### src/fwwh_pkg.sv
`timescale 1ns / 1ps

package fwwh_pkg;

   localparam int ACTION_W = 2;
   localparam int ID_W     = 4;
   localparam int STATUS_W = 3;
   localparam int COUNT_W  = 5;
   localparam int VISIT_W  = 32;

   localparam logic [ACTION_W-1:0] ACT_ENQ  = 2'd0;
   localparam logic [ACTION_W-1:0] ACT_BDEQ = 2'd1;
   localparam logic [ACTION_W-1:0] ACT_TDEQ = 2'd2;

   localparam logic [STATUS_W-1:0] ST_DELIVERED   = 3'd0;
   localparam logic [STATUS_W-1:0] ST_STORED      = 3'd1;
   localparam logic [STATUS_W-1:0] ST_WAITING     = 3'd2;
   localparam logic [STATUS_W-1:0] ST_EMPTY       = 3'd3;
   localparam logic [STATUS_W-1:0] ST_ITEM_FULL   = 3'd4;
   localparam logic [STATUS_W-1:0] ST_WAITER_FULL = 3'd5;

   typedef struct packed {
      logic take_req;
      logic commit;
   } ctrl_cmd_type;

   typedef struct packed {
      logic out_busy;
   } dp_status_type;

endpackage

### src/fwwh_if.sv
`timescale 1ns / 1ps

interface fwwh_req_if #(parameter int ITEM_WIDTH = 64);
   logic                          valid;
   logic                          ready;
   logic [fwwh_pkg::ACTION_W-1:0] action;
   logic [ITEM_WIDTH-1:0]         item_value;
   logic [fwwh_pkg::ID_W-1:0]     requester_id;

   modport source (output valid, action, item_value, requester_id, input ready);
   modport sink (input valid, action, item_value, requester_id, output ready);
endinterface

interface fwwh_rsp_if #(parameter int ITEM_WIDTH = 64);
   logic                          valid;
   logic                          ready;
   logic [fwwh_pkg::STATUS_W-1:0] status;
   logic [ITEM_WIDTH-1:0]         out_value;
   logic [fwwh_pkg::ID_W-1:0]     dest_id;
   logic [fwwh_pkg::COUNT_W-1:0]  item_count;
   logic [fwwh_pkg::COUNT_W-1:0]  waiter_count;
   logic [fwwh_pkg::VISIT_W-1:0]  visited_count;

   modport source (output valid, status, out_value, dest_id, item_count, waiter_count,
                   visited_count, input ready);
   modport sink (input valid, status, out_value, dest_id, item_count, waiter_count,
                 visited_count, output ready);
endinterface

### src/fwwh_ctrl.sv
`timescale 1ns / 1ps

module fwwh_ctrl (
   input  logic                     clock,
   input  logic                     reset,
   input  logic                     req_valid,
   output logic                     req_ready,
   input  fwwh_pkg::dp_status_type  stat,
   output fwwh_pkg::ctrl_cmd_type   cmd
);
   import fwwh_pkg::*;

   typedef enum logic [1:0] {
      S_IDLE = 2'b01,
      S_EXEC = 2'b10
   } state_type;

   state_type state_ff;
   state_type state_in;

   always_comb begin
      state_in     = state_ff;
      req_ready    = 1'b0;
      cmd.take_req = 1'b0;
      cmd.commit   = 1'b0;
      unique case (state_ff)
         S_IDLE: begin
            req_ready    = 1'b1;
            cmd.take_req = req_valid;
            if (req_valid) begin
               state_in = S_EXEC;
            end
         end
         S_EXEC: begin
            // hold until the output register is free
            if (!stat.out_busy) begin
               cmd.commit = 1'b1;
               state_in   = S_IDLE;
            end
         end
         default: begin
            state_in = S_IDLE;
         end
      endcase
   end

   always_ff @(posedge clock) begin
      if (reset) begin
         state_ff <= S_IDLE;
      end else begin
         state_ff <= state_in;
      end
   end

endmodule

### src/fwwh_dpath.sv
`timescale 1ns / 1ps

module fwwh_dpath #(
   parameter int ITEM_DEPTH   = 16,
   parameter int WAITER_DEPTH = 16,
   parameter int ITEM_WIDTH   = 64
) (
   input  logic                          clock,
   input  logic                          reset,
   input  fwwh_pkg::ctrl_cmd_type        cmd,
   output fwwh_pkg::dp_status_type       stat,
   input  logic [fwwh_pkg::ACTION_W-1:0] req_action,
   input  logic [ITEM_WIDTH-1:0]         req_item_value,
   input  logic [fwwh_pkg::ID_W-1:0]     req_requester_id,
   input  logic                          rsp_ready,
   output logic                          rsp_valid,
   output logic [fwwh_pkg::STATUS_W-1:0] rsp_status,
   output logic [ITEM_WIDTH-1:0]         rsp_out_value,
   output logic [fwwh_pkg::ID_W-1:0]     rsp_dest_id,
   output logic [fwwh_pkg::COUNT_W-1:0]  rsp_item_count,
   output logic [fwwh_pkg::COUNT_W-1:0]  rsp_waiter_count,
   output logic [fwwh_pkg::VISIT_W-1:0]  rsp_visited_count
);
   import fwwh_pkg::*;

   localparam int IAW = $clog2(ITEM_DEPTH);
   localparam int ICW = $clog2(ITEM_DEPTH + 1);
   localparam int WAW = $clog2(WAITER_DEPTH);
   localparam int WCW = $clog2(WAITER_DEPTH + 1);

   localparam logic [IAW-1:0] ITEM_LAST   = IAW'(ITEM_DEPTH - 1);
   localparam logic [ICW-1:0] ITEM_FULL   = ICW'(ITEM_DEPTH);
   localparam logic [WAW-1:0] WAITER_LAST = WAW'(WAITER_DEPTH - 1);
   localparam logic [WCW-1:0] WAITER_FULL = WCW'(WAITER_DEPTH);

   logic [ITEM_WIDTH-1:0] item_mem_ff [ITEM_DEPTH];
   logic [ID_W-1:0]       waiter_mem_ff [WAITER_DEPTH];

   logic [ITEM_WIDTH-1:0] item_rd_ff;
   logic [ID_W-1:0]       waiter_rd_ff;

   logic [ACTION_W-1:0]   act_ff;
   logic [ITEM_WIDTH-1:0] value_ff;
   logic [ID_W-1:0]       id_ff;

   logic [IAW-1:0] item_head_ff, item_head_in;
   logic [IAW-1:0] item_tail_ff, item_tail_in;
   logic [ICW-1:0] items_held_ff, items_held_in;
   logic [WAW-1:0] waiter_head_ff, waiter_head_in;
   logic [WAW-1:0] waiter_tail_ff, waiter_tail_in;
   logic [WCW-1:0] waiters_held_ff, waiters_held_in;
   logic [VISIT_W-1:0] visited_ff, visited_in;

   logic item_we;
   logic waiter_we;

   logic [STATUS_W-1:0]   status_in;
   logic [ITEM_WIDTH-1:0] oval_in;
   logic [ID_W-1:0]       dest_in;

   logic                  rsp_valid_ff, rsp_valid_in;
   logic [STATUS_W-1:0]   status_ff;
   logic [ITEM_WIDTH-1:0] oval_ff;
   logic [ID_W-1:0]       dest_ff;
   logic [ICW-1:0]        icount_ff;
   logic [WCW-1:0]        wcount_ff;
   logic [VISIT_W-1:0]    vcount_ff;

   logic [ICW+COUNT_W-1:0] icount_ext;
   logic [WCW+COUNT_W-1:0] wcount_ext;

   always_comb begin
      item_head_in    = item_head_ff;
      item_tail_in    = item_tail_ff;
      items_held_in   = items_held_ff;
      waiter_head_in  = waiter_head_ff;
      waiter_tail_in  = waiter_tail_ff;
      waiters_held_in = waiters_held_ff;
      visited_in      = visited_ff;
      item_we         = 1'b0;
      waiter_we       = 1'b0;
      status_in       = ST_EMPTY;
      oval_in         = '0;
      dest_in         = '0;
      if (act_ff == ACT_ENQ) begin
         priority if (waiters_held_ff != '0) begin
            dest_in         = waiter_rd_ff;
            oval_in         = value_ff;
            waiter_head_in  = (waiter_head_ff == WAITER_LAST) ? '0 : waiter_head_ff + 1'b1;
            waiters_held_in = waiters_held_ff - 1'b1;
            visited_in      = visited_ff + 1'b1;
            status_in       = ST_DELIVERED;
         end else if (items_held_ff == ITEM_FULL) begin
            status_in = ST_ITEM_FULL;
         end else begin
            item_we       = cmd.commit;
            item_tail_in  = (item_tail_ff == ITEM_LAST) ? '0 : item_tail_ff + 1'b1;
            items_held_in = items_held_ff + 1'b1;
            status_in     = ST_STORED;
         end
      end else if (act_ff == ACT_BDEQ || act_ff == ACT_TDEQ) begin
         priority if (items_held_ff != '0) begin
            oval_in       = item_rd_ff;
            dest_in       = id_ff;
            item_head_in  = (item_head_ff == ITEM_LAST) ? '0 : item_head_ff + 1'b1;
            items_held_in = items_held_ff - 1'b1;
            visited_in    = visited_ff + 1'b1;
            status_in     = ST_DELIVERED;
         end else if (act_ff == ACT_TDEQ) begin
            status_in = ST_EMPTY;
         end else if (waiters_held_ff == WAITER_FULL) begin
            status_in = ST_WAITER_FULL;
         end else begin
            waiter_we       = cmd.commit;
            waiter_tail_in  = (waiter_tail_ff == WAITER_LAST) ? '0 : waiter_tail_ff + 1'b1;
            waiters_held_in = waiters_held_ff + 1'b1;
            status_in       = ST_WAITING;
         end
      end
   end

   always_ff @(posedge clock) begin
      if (item_we) begin
         item_mem_ff[item_tail_ff] <= value_ff;
      end
      if (cmd.take_req) begin
         item_rd_ff <= item_mem_ff[item_head_ff];
      end
   end

   always_ff @(posedge clock) begin
      if (waiter_we) begin
         waiter_mem_ff[waiter_tail_ff] <= id_ff;
      end
      if (cmd.take_req) begin
         waiter_rd_ff <= waiter_mem_ff[waiter_head_ff];
      end
   end

   always_ff @(posedge clock) begin
      if (cmd.take_req) begin
         act_ff   <= req_action;
         value_ff <= req_item_value;
         id_ff    <= req_requester_id;
      end
      if (cmd.commit) begin
         status_ff <= status_in;
         oval_ff   <= oval_in;
         dest_ff   <= dest_in;
         icount_ff <= items_held_in;
         wcount_ff <= waiters_held_in;
         vcount_ff <= visited_in;
      end
   end

   assign rsp_valid_in = cmd.commit | (rsp_valid_ff & ~rsp_ready);

   always_ff @(posedge clock) begin
      if (reset) begin
         item_head_ff    <= '0;
         item_tail_ff    <= '0;
         items_held_ff   <= '0;
         waiter_head_ff  <= '0;
         waiter_tail_ff  <= '0;
         waiters_held_ff <= '0;
         visited_ff      <= '0;
         rsp_valid_ff    <= 1'b0;
      end else begin
         if (cmd.commit) begin
            item_head_ff    <= item_head_in;
            item_tail_ff    <= item_tail_in;
            items_held_ff   <= items_held_in;
            waiter_head_ff  <= waiter_head_in;
            waiter_tail_ff  <= waiter_tail_in;
            waiters_held_ff <= waiters_held_in;
            visited_ff      <= visited_in;
         end
         rsp_valid_ff <= rsp_valid_in;
      end
   end

   assign icount_ext = {{COUNT_W{1'b0}}, icount_ff};
   assign wcount_ext = {{COUNT_W{1'b0}}, wcount_ff};

   assign stat.out_busy     = rsp_valid_ff & ~rsp_ready;
   assign rsp_valid         = rsp_valid_ff;
   assign rsp_status        = status_ff;
   assign rsp_out_value     = oval_ff;
   assign rsp_dest_id       = dest_ff;
   assign rsp_item_count    = icount_ext[COUNT_W-1:0];
   assign rsp_waiter_count  = wcount_ext[COUNT_W-1:0];
   assign rsp_visited_count = vcount_ff;

endmodule

### src/fifo_with_waiter_handoff_core.sv
// Mailbox FIFO with a queue of waiting requesters.
// req_ch carries one request per transfer: action (enqueue, blocking dequeue,
// try dequeue), item_value and requester_id. rsp_ch returns exactly one result
// per request: status, out_value, dest_id and the item, waiter and visited counts.
// An enqueue goes straight to the oldest waiter when one is queued; a blocking
// dequeue on an empty store queues its requester if the waiter queue has room.
// A request is handled in order: when it is taken, the head entries of the item and
// waiter memories are read into registers along with the request; then, once the
// output register is free, pointers and counts are updated and the output register
// is loaded. A new request is taken only after the last one's result is loaded.
// The output register parts the channels: a new request is taken while a result
// waits; if rsp_ch stalls, the block holds the next result in its update cycle
// and stops taking requests until the output register drains.
// Reset (synchronous, active high) empties both queues and clears the visited
// count; the memories themselves are not cleared.
`timescale 1ns / 1ps

module fifo_with_waiter_handoff_core #(
   parameter int ITEM_DEPTH   = 16,
   parameter int WAITER_DEPTH = 16,
   parameter int ITEM_WIDTH   = 64
) (
   input logic  clock,
   input logic  reset,
   fwwh_req_if.sink   req_ch,
   fwwh_rsp_if.source rsp_ch
);
   import fwwh_pkg::*;

   ctrl_cmd_type  cmd;
   dp_status_type stat;

   fwwh_ctrl u_ctrl (
      .clock     (clock),
      .reset     (reset),
      .req_valid (req_ch.valid),
      .req_ready (req_ch.ready),
      .stat      (stat),
      .cmd       (cmd)
   );

   fwwh_dpath #(
      .ITEM_DEPTH   (ITEM_DEPTH),
      .WAITER_DEPTH (WAITER_DEPTH),
      .ITEM_WIDTH   (ITEM_WIDTH)
   ) u_dpath (
      .clock             (clock),
      .reset             (reset),
      .cmd               (cmd),
      .stat              (stat),
      .req_action        (req_ch.action),
      .req_item_value    (req_ch.item_value),
      .req_requester_id  (req_ch.requester_id),
      .rsp_ready         (rsp_ch.ready),
      .rsp_valid         (rsp_ch.valid),
      .rsp_status        (rsp_ch.status),
      .rsp_out_value     (rsp_ch.out_value),
      .rsp_dest_id       (rsp_ch.dest_id),
      .rsp_item_count    (rsp_ch.item_count),
      .rsp_waiter_count  (rsp_ch.waiter_count),
      .rsp_visited_count (rsp_ch.visited_count)
   );

endmodule

### src/flat_wrapper.sv
// flat-port wrapper written by rule: the top's interface ports become plain ports
module fifo_with_waiter_handoff_core_flat import fwwh_pkg::*;
#(
   parameter int ITEM_DEPTH   = 16,
   parameter int WAITER_DEPTH = 16,
   parameter int ITEM_WIDTH   = 64
)
  (clock, reset, req_ch_valid, req_ch_action, req_ch_item_value, req_ch_requester_id, req_ch_ready, rsp_ch_valid, rsp_ch_status, rsp_ch_out_value, rsp_ch_dest_id, rsp_ch_item_count, rsp_ch_waiter_count, rsp_ch_visited_count, rsp_ch_ready);
  fwwh_req_if #(.ITEM_WIDTH(ITEM_WIDTH)) req_ch_i ();
  fwwh_rsp_if #(.ITEM_WIDTH(ITEM_WIDTH)) rsp_ch_i ();
  input logic clock;
  input logic reset;
  input wire logic [$bits(req_ch_i.valid)-1:0] req_ch_valid;
  input wire logic [$bits(req_ch_i.action)-1:0] req_ch_action;
  input wire logic [$bits(req_ch_i.item_value)-1:0] req_ch_item_value;
  input wire logic [$bits(req_ch_i.requester_id)-1:0] req_ch_requester_id;
  output wire logic [$bits(req_ch_i.ready)-1:0] req_ch_ready;
  output wire logic [$bits(rsp_ch_i.valid)-1:0] rsp_ch_valid;
  output wire logic [$bits(rsp_ch_i.status)-1:0] rsp_ch_status;
  output wire logic [$bits(rsp_ch_i.out_value)-1:0] rsp_ch_out_value;
  output wire logic [$bits(rsp_ch_i.dest_id)-1:0] rsp_ch_dest_id;
  output wire logic [$bits(rsp_ch_i.item_count)-1:0] rsp_ch_item_count;
  output wire logic [$bits(rsp_ch_i.waiter_count)-1:0] rsp_ch_waiter_count;
  output wire logic [$bits(rsp_ch_i.visited_count)-1:0] rsp_ch_visited_count;
  input wire logic [$bits(rsp_ch_i.ready)-1:0] rsp_ch_ready;
  assign req_ch_i.valid = req_ch_valid;
  assign req_ch_i.action = req_ch_action;
  assign req_ch_i.item_value = req_ch_item_value;
  assign req_ch_i.requester_id = req_ch_requester_id;
  assign req_ch_ready = req_ch_i.ready;
  assign rsp_ch_valid = rsp_ch_i.valid;
  assign rsp_ch_status = rsp_ch_i.status;
  assign rsp_ch_out_value = rsp_ch_i.out_value;
  assign rsp_ch_dest_id = rsp_ch_i.dest_id;
  assign rsp_ch_item_count = rsp_ch_i.item_count;
  assign rsp_ch_waiter_count = rsp_ch_i.waiter_count;
  assign rsp_ch_visited_count = rsp_ch_i.visited_count;
  assign rsp_ch_i.ready = rsp_ch_ready;
  fifo_with_waiter_handoff_core #(.ITEM_DEPTH(ITEM_DEPTH), .WAITER_DEPTH(WAITER_DEPTH), .ITEM_WIDTH(ITEM_WIDTH)) u_core (.clock(clock), .reset(reset), .req_ch(req_ch_i), .rsp_ch(rsp_ch_i));
endmodule
### config.mk
export PLATFORM = sky130hd
export DESIGN_NAME = fifo_with_waiter_handoff_core_flat
export DESIGN_NICKNAME = d
export VERILOG_FILES = /design/src/fwwh_pkg.sv /design/src/fwwh_if.sv /design/src/fwwh_ctrl.sv /design/src/fwwh_dpath.sv /design/src/fifo_with_waiter_handoff_core.sv /design/src/flat_wrapper.sv
export SDC_FILE = /design/constraint.sdc
export NUM_CORES = 1
export LEC_CHECK = 0
export ABC_CLOCK_PERIOD_IN_PS = 8600
export BUFFER_PORTS_ARGS = -buffer_cell sky130_fd_sc_hd__buf_2
export CAP_MARGIN = 5
export CORE_ASPECT_RATIO = 1.1
export CORE_MARGIN = 2
export CORE_UTILIZATION = 55
export DETAILED_ROUTE_END_ITERATION = 12
export GPL_ROUTABILITY_DRIVEN = 0
export PLACE_DENSITY = 0.74
export SLEW_MARGIN = 15
export SYNTH_ARGS = -nofsm -noshare
export SYNTH_HDL_FRONTEND = slang
export SYNTH_SLANG_ARGS = --single-unit
### constraint.sdc
create_clock -name clock -period 8.6 [get_ports clock]
set_input_delay 1.29 -clock clock [delete_from_list [all_inputs] [get_ports clock]]
set_output_delay 1.29 -clock clock [all_outputs]
set_load 0.01 [all_outputs]
==> results of run 1 <==
[logic make-up (layout without fill, tap and decap cells)]
family | after synthesis | in the layout
DFF | 1400 | 1400
other | 0 | 1
and+or+nand+nor | 346 | 346
xor gates and xnor gates | 62 | 62
buffers and inverters | 172 | 471
muxes | 345 | 345
adders and majority gates | 17 | 17
AOI/OAI and AO/OA | 303 | 303
[worst max-delay path, cell delays in order, from the launching register on]
cell	delay (ps)
dfxtp_1	370
inv_1	100
ha_1	220
or4b_1	630
nor2_1	620
nand3_1	320
nor3b_1	500
and2_4	1000
[synthesized netlist by cell type (6+ instances only)]
cell type,count
o21ai_0,24
or3_1,8
nand2_1,42
nor2b_1,75
dfxtp_1,61
clkbuf_1,100
nor4_1,13
edfxtp_1,1339
and4_1,6
a211oi_1,72
buf_1,26
xor2_1,22
nand2b_1,7
nand3_1,30
ha_1,17
mux4_2,272
xnor2_1,40
nor2_1,61
nand4_1,14
inv_1,16
a21oi_1,98
mux2i_1,72
nor3_1,22
and2_1,35
and3_1,10
a22o_1,69
buf_2,23
[flip-flops by register name, indices dropped and copies added (netlist names)]
signal and cells:
u_core.u_ctrl.state_ff 2, u_core.u_dpath.act_ff 2, u_core.u_dpath.id_ff 4, u_core.u_dpath.item_head_ff 4, u_core.u_dpath.item_mem_ff 1024, u_core.u_dpath.item_rd_ff 64
u_core.u_dpath.item_tail_ff 4, u_core.u_dpath.items_held_ff 5, u_core.u_dpath.rsp_dest_id 4, u_core.u_dpath.rsp_item_count 5, u_core.u_dpath.rsp_out_value 64, u_core.u_dpath.rsp_status 3
u_core.u_dpath.rsp_valid 1, u_core.u_dpath.rsp_visited_count 32, u_core.u_dpath.rsp_waiter_count 5, u_core.u_dpath.value_ff 64, u_core.u_dpath.visited_ff 32, u_core.u_dpath.waiter_head_ff 4
u_core.u_dpath.waiter_mem_ff 64, u_core.u_dpath.waiter_rd_ff 4, u_core.u_dpath.waiter_tail_ff 4, u_core.u_dpath.waiters_held_ff 5
[power by group]
part	switching, mW	internal, mW
registers	0.116	7.53
clock network	2.45	3.32
logic	0.102	0.0500
total	2.66	10.9
[metal layers]
metal	routed length [um]	part of all wire, %
met4	2530	2.3
met2	56000	51
met3	7850	7.1
met5	0	0
met1	44400	40
[through the flow]
stage | cell area, um^2 | utilization (%)
floorplan | 53800 | -
global placement | 55900 | 57.6
detailed placement | 55900 | 57.6
CTS | 60200 | 62.0
global route | 60200 | 62.0
finish | 60200 | 62.0
[cell type report]
| cell class | count | area [um^2] |
|---|---|---|
| sequential | 1400 | 41400 |
| clock buffer | 174 | 3700 |
| clock inverter | 67 | 608 |
| inverter | 17 | 68.8 |
| timing repair buffer | 213 | 1140 |
| fill | 6433 | 36900 |
| antenna | 1 | 2.50 |
| tap | 1281 | 1600 |
| multi-input combinational | 1073 | 11700 |
[final timing paths]
kind / start / to / slack [ps]
min: u_core.u_ctrl.state_ff[1] / u_core.u_dpath.rsp_valid / 510
max: u_core.u_dpath.waiters_held_ff[1] / u_core.u_dpath.item_mem_ff[7][34] / 4360
max reg2reg: u_core.u_dpath.waiters_held_ff[1] / u_core.u_dpath.item_mem_ff[7][34] / 4360
min reg2reg: u_core.u_ctrl.state_ff[1] / u_core.u_dpath.rsp_valid / 510
==> flow_summary_export.csv, run 1 <==
group,metric,value,unit
routing,detail_route.wl_per_cell,26.2,um
timing,finalHoldViolations,0,
floorplan,fp-row-count,120,
synthesis,post_synth_edffs,1339,
synthesis,synthesis.area_per_instance,20.3,um^2
setup_path,critPathLaunchType,"register",
floorplan,chipWidth,302,um
global_routing,grt_pass1_vias,26800,
clocking,htree_num_levels,4,
power_and_ir_drop,power.density,225,nW/um^2
floorplan,floorplan.initialDensity,55.3,%
global_routing,gr-usage-met3,3.98,%
clocking,clk_path_buf_depth,3,
routing,drcViolationCount,0,
global_routing,global_route.overflow_total,0,
synthesis,postSynth.asyncResetShare,0,%
synthesis,synth.mux.area_fraction,12.8,%
synthesis,synthDistinctLibCells,66,
global_routing,antenna_found_initial,2,
setup_path,criticalPathCategory,"reg2reg",
floorplan,io_pins,189,
setup_path,worst_r2r_path_depth,7,
clocking,cts_num_sinks,1400,
timing,finalWorstSetupSlack,4360,ps
timing,clock.fmax,236,MHz
synthesis,main_combinational_cell_family_by_area_after_synthesis,"multiplexers",
synthesis,netlist_area,53800,um^2
setup_path,timing.critical_path.fanout_max,64,
floorplan,coreArea,97100,um^2
layout,drive_gt1_share,24.0,%
global_routing,global_route.usage.met1,30.8,%
clocking,clk-insertion-delay-late,750,ps
routing,dr.first_iter.drc_count,2679,
synthesis,part_of_the_yosys_area_used_for_sequential_elements,77.1,%
synthesis,synth_ff_type,"edfxtp_1",
synthesis,compound_cell_area_share_of_the_yosys_netlist,3.86,%
synthesis,synth_top_cells_by_area,"edfxtp_1 (75%), mux4_2 (11%), dfxtp_1 (2.3%)",
routing,avgViaCountPerCell,6.21,
clocking,cts_hold_buf,0,
synthesis,syn_inst,2645,
clocking,clock-root-buffer,"clkbuf_16",
setup_path,endpoint_kind,"register",
timing,timing.final.setup_violations,0,
synthesis,synth_simple_gate_area_share,3.59,%
setup_path,critPathArrivalTime,4560,ps
placed_design,io_buffer_count,188,
job,maxCapViolations,0,
routing,routed-via-count,26200,
placed_design,place_ws,3830,ps
timing,slew_violations,0,
global_routing,gr-max-usage-layer,"met2",
clocking,post_cts_resized,0,
layout,design.final.nets,2932,
synthesis,yosys_warnings,0,
worst_hold_path,hold-path-cell-count,2,
floorplan,die_area,100000,um^2
layout,final_cell_mix,"edfxtp_1 (1339), mux4_2 (272), buf_2 (188)",
clocking,cts_setup_buffers,0,
clocking,cts.clk_slew.worst_paths,70,ps
layout,final_cells,4226,
placed_design,placed_instances,3984,
timing,grt_setup_unrepaired,"false",
layout,area.growth.synth_to_final,12.1,%
power_and_ir_drop,power.ir.vdd_worst,235,uV
synthesis,netlist.top_cell.by_area,"edfxtp_1",
timing,fin_skew,37.3,ps
routing,wirelength,111000,um
timing,final.period_utilization,49.3,%
clocking,number_of_cts_inserted_buffers,136,
synthesis,synth_fa_ha_area_share,0.396,%
synthesis,yosysTopAreaCellShare,74.8,%
power_and_ir_drop,cellLeakagePower,18.5,nW
floorplan,die_height,332,um
global_routing,grt_max_degree,99,
synthesis,synth-seq-cells,1400,
layout,mostFrequentLayoutCell,"edfxtp_1",
outcome,outcome,"finished, final reports clean",
timing,fin_crit,4240,ps
global_routing,grt_util_all_layers,22.4,%
power_and_ir_drop,power.total,13.6,mW
synthesis,synth_xor_area_share,1.01,%
timing,worst_hold_margin,509,ps
worst_hold_path,hold_class,"reg2reg",
routing,length_of_the_first_detailed_routing_pass_in_iterations,5,
setup_path,required,8930,ps
timing,worst_pin_slew,1170,ps
global_routing,use_met2,37.0,%
clocking,tritoncts,"done",
placed_design,hpwlAfterDp,61700,um
timing,totalNegativeSetupSlack,0,ps
timing,relSlewSlack,22.2,%
synthesis,syn-num-nets,2736,
routing,antenna_left,0,
global_routing,first_pass_grt_wire_length,168000,um
Note: power is estimated with default switching activity, not from simulation.
==> run 2, diff against run 1 <==
--- a/config.mk
+++ b/config.mk
@@ -5,7 +5,8 @@
 export SDC_FILE = /design/constraint.sdc
 export NUM_CORES = 1
 export LEC_CHECK = 0
-export ABC_CLOCK_PERIOD_IN_PS = 8600
+export ABC_AREA = 1
+export ABC_CLOCK_PERIOD_IN_PS = 4170
 export BUFFER_PORTS_ARGS = -buffer_cell sky130_fd_sc_hd__buf_2
 export CAP_MARGIN = 5
 export CORE_ASPECT_RATIO = 1.1
==> constraint.sdc (replaced) <==
create_clock -name clock -period 4.17 [get_ports clock]
set_input_delay 0.6255 -clock clock [delete_from_list [all_inputs] [get_ports clock]]
set_output_delay 0.6255 -clock clock [all_outputs]
set_load 0.01 [all_outputs]
==> run 2 against run 1 <==
  * First-iteration DRC count grew 60%
  * Total power increased by 110%
  * Hold slack worse by 460 ps
  * Combinational power grew to 3.2 times the previous value
  * Final area increased by 2.7%
  * Worst setup slack got worse by 3600 ps
  * Area after synthesis is 2.4% higher
  * Clock skew shrank 3.5 ps
  * Register-to-register slack worse by 3600 ps
  * Clock power is 110% higher
  * Critical path type unchanged
==> flow_summary_export.csv, run 2 <==
group,metric,value,unit
outcome,outcome,"finished, final reports clean",
placed_design,hpwlAfterDp,71000,um
synthesis,synth_top_cells_by_count,"edfxtp_1 (1339), nor2_1 (898), o21ai_0 (468)",
power_and_ir_drop,power.ir.vdd_worst,406,uV
timing,timing.final.setup_violations,0,
clocking,htree_num_levels,4,
power_and_ir_drop,cellLeakagePower,20.7,nW
timing,clock.fmax,295,MHz
synthesis,postSynth.asyncResetShare,0,%
timing,fin_crit,3390,ps
floorplan,chipWidth,306,um
setup_path,crit_path_cell_trace,"inv_1 > ha_1 > inv_2 > nor2_1 > o21ai_2 > nor2_4 > nand2_1 > nor2_4 > buf_4",
layout,area.growth.synth_to_final,12.4,%
timing,relSlewSlack,23.0,%
layout,drive_gt1_share,12.3,%
job,maxCapViolations,0,
timing,worst_hold_margin,45.2,ps
floorplan,floorplan.initialDensity,55.6,%
timing,worst_pin_slew,1150,ps
setup_path,required,4540,ps
clocking,number_of_cts_inserted_buffers,139,
global_routing,global_route.overflow_total,0,
layout,largest_register,"u_core.u_dpath.item_mem_ff",
floorplan,die_height,336,um
global_routing,first_pass_grt_wire_length,195000,um
setup_path,critPathArrivalTime,3750,ps
layout,final_cell_mix,"edfxtp_1 (1339), nor2_1 (881), o21ai_0 (468)",
timing,final.period_utilization,81.2,%
clocking,tritoncts,"done",
clocking,cts_hold_buf,0,
routing,drcViolationCount,0,
synthesis,yosysTopAreaCellShare,73.1,%
floorplan,io_pins,189,
routing,length_of_the_first_detailed_routing_pass_in_iterations,8,
synthesis,post_synth_edffs,1339,
routing,dr.first_iter.drc_count,4283,
clocking,cts_num_sinks,1400,
setup_path,critical_path.max_stage_delay,620,ps
timing,slew_violations,0,
timing,fin_skew,33.8,ps
global_routing,antenna_found_initial,1,
timing,grt_setup_unrepaired,"false",
synthesis,part_of_the_yosys_area_used_for_sequential_elements,75.3,%
floorplan,die_area,103000,um^2
synthesis,netlist.top_cell.by_area,"edfxtp_1",
clocking,cts_setup_buffers,0,
synthesis,synth-seq-cells,1400,
global_routing,grt_util_all_layers,24.8,%
global_routing,grt_max_degree,215,
floorplan,fp-row-count,121,
synthesis,syn-num-nets,4233,
setup_path,endpoint_kind,"register",
routing,routed-via-count,34500,
setup_path,criticalPathCategory,"reg2reg",
synthesis,synth_ff_type,"edfxtp_1",
clocking,clk-insertion-delay-late,760,ps
setup_path,timing.critical_path.max_delay_family,"simple AND/OR/NAND/NOR gates",
setup_path,critPathLaunchType,"register",
routing,wirelength,128000,um
setup_path,cell_occurring_most_often_along_the_worst_timing_path,"nor2_4",
timing,totalNegativeSetupSlack,0,ps
clocking,clock-root-buffer,"clkbuf_16",
timing,finalHoldViolations,0,
placed_design,placement.cell_area,57400,um^2
layout,mostFrequentLayoutCell,"edfxtp_1",
routing,avgViaCountPerCell,6.06,
clocking,clk_path_buf_depth,3,
global_routing,grt_pass1_vias,33300,
layout,largest_register_ff_count,1024,
routing,antenna_left,0,
worst_hold_path,hold_class,"in2reg",
clocking,post_cts_resized,0,
synthesis,synthesis.area_per_instance,13.3,um^2
layout,post-route-cell-area,61900,um^2
synthesis,syn_inst,4142,
floorplan,coreArea,99000,um^2
synthesis,most_frequent_cell_after_synthesis,"edfxtp_1",
power_and_ir_drop,power.density,462,nW/um^2
synthesis,yosys_warnings,0,
setup_path,timing.critical_path.fanout_max,48,
layout,final_util,62.5,%
clocking,cts.clk_slew.worst_paths,60,ps
routing,detail_route.wl_per_cell,22.6,um
synthesis,synthDistinctLibCells,44,
layout,antennaDiodeCount,0,
synthesis,synth_top_cells_by_area,"edfxtp_1 (73%), nor2_1 (6.1%), o21ai_0 (4.3%)",
setup_path,standard_cell_with_the_maximum_stage_delay_on_the_critical_path,"buf_4",
synthesis,netlist_area,55000,um^2
layout,design.final.nets,4374,
setup_path,crit_buf_inv,3,
placed_design,io_buffer_count,188,
-- run 2: changes by cell type in the layout (fill, tap and decap cells not counted), sizes merged, moves of 46 or more --
cell,delta
a22o,-69
inv,+114
nor2b,-75
nand3,+138
o32ai,+136
mux2i,-72
a211oi,-70
mux4,-272
nand2,+262
o21ai,+461
o211ai,+136
a32o,+67
nor2,+851
buf,+46
-- run 2: cell families (layout without fill, tap and decap cells) --
| family | after synthesis | count (layout) | synth area share (%) |
|---|---|---|---|
| buffers and inverters | 392 | 646 | 3.03 |
| flip-flops | 1400 | 1400 | 75.3 |
| AND/OR/NAND/NOR | 1419 | 1419 | 10.6 |
| AO/OA/AOI/OAI | 895 | 895 | 10.4 |
| XOR/XNOR | 19 | 19 | 0.343 |
| adder cells (fa/ha/maj) | 17 | 17 | 0.387 |
-- run 2: path summary, 6_finish.rpt --
path | start | end | slack, ps | depth (start not counted)
setup / recovery | u_core.u_dpath.act_ff[1] | u_core.u_dpath.item_mem_ff[5][47] | 780 | 9
hold / removal | req_ch_item_value[9] | u_core.u_dpath.value_ff[9] | 50 | 1
setup reg to reg | u_core.u_dpath.act_ff[1] | u_core.u_dpath.item_mem_ff[5][47] | 780 | 9
hold reg to reg | u_core.u_dpath.waiter_tail_ff[0] | u_core.u_dpath.waiter_tail_ff[0] | 540 | 2
-- run 2: routing by layer --
metal / share of wire, % / global-route usage (%) / wire length [um] / vias to the layer above
met5: 0 / 0 / 0 / -
met2: 50 / 41.7 / 63800 / 1595
met3: 8.2 / 4.06 / 10500 / 234
li1: - / - / - / 15500
met1: 39 / 32.7 / 50100 / 17100
met4: 3.0 / 9.13 / 3860 / 0
-- run 2: where the power goes --
part / switching [mW] / total [mW] / leakage, nW / internal, mW
registers: 0.262 / 15.8 / 12.6 / 15.6
clock network: 5.37 / 12.3 / 2.20 / 6.91
logic: 0.346 / 0.486 / 5.85 / 0.140
total: 5.98 / 28.6 / 20.7 / 22.6
-- run 2: area by class of cell --
cell class	count	area, um^2
clock buffer	173	3670
clock inverter	81	833
fill	7165	37100
inverter	133	519
multi-input combinational	2350	12100
sequential	1400	41400
tap	1291	1620
timing repair buffer	259	1720
-- run 2: per-stage QoR --
step / std cells / power, mW / setup slack [ps]
floorplan: 4142 / 16.3 / -368
global placement: 5433 / 16.6 / 871
detailed placement: 5433 / 16.6 / 818
CTS: 5687 / 28.7 / 822
global route: 5687 / 29.3 / 620
finish: 5687 / 28.6 / 784
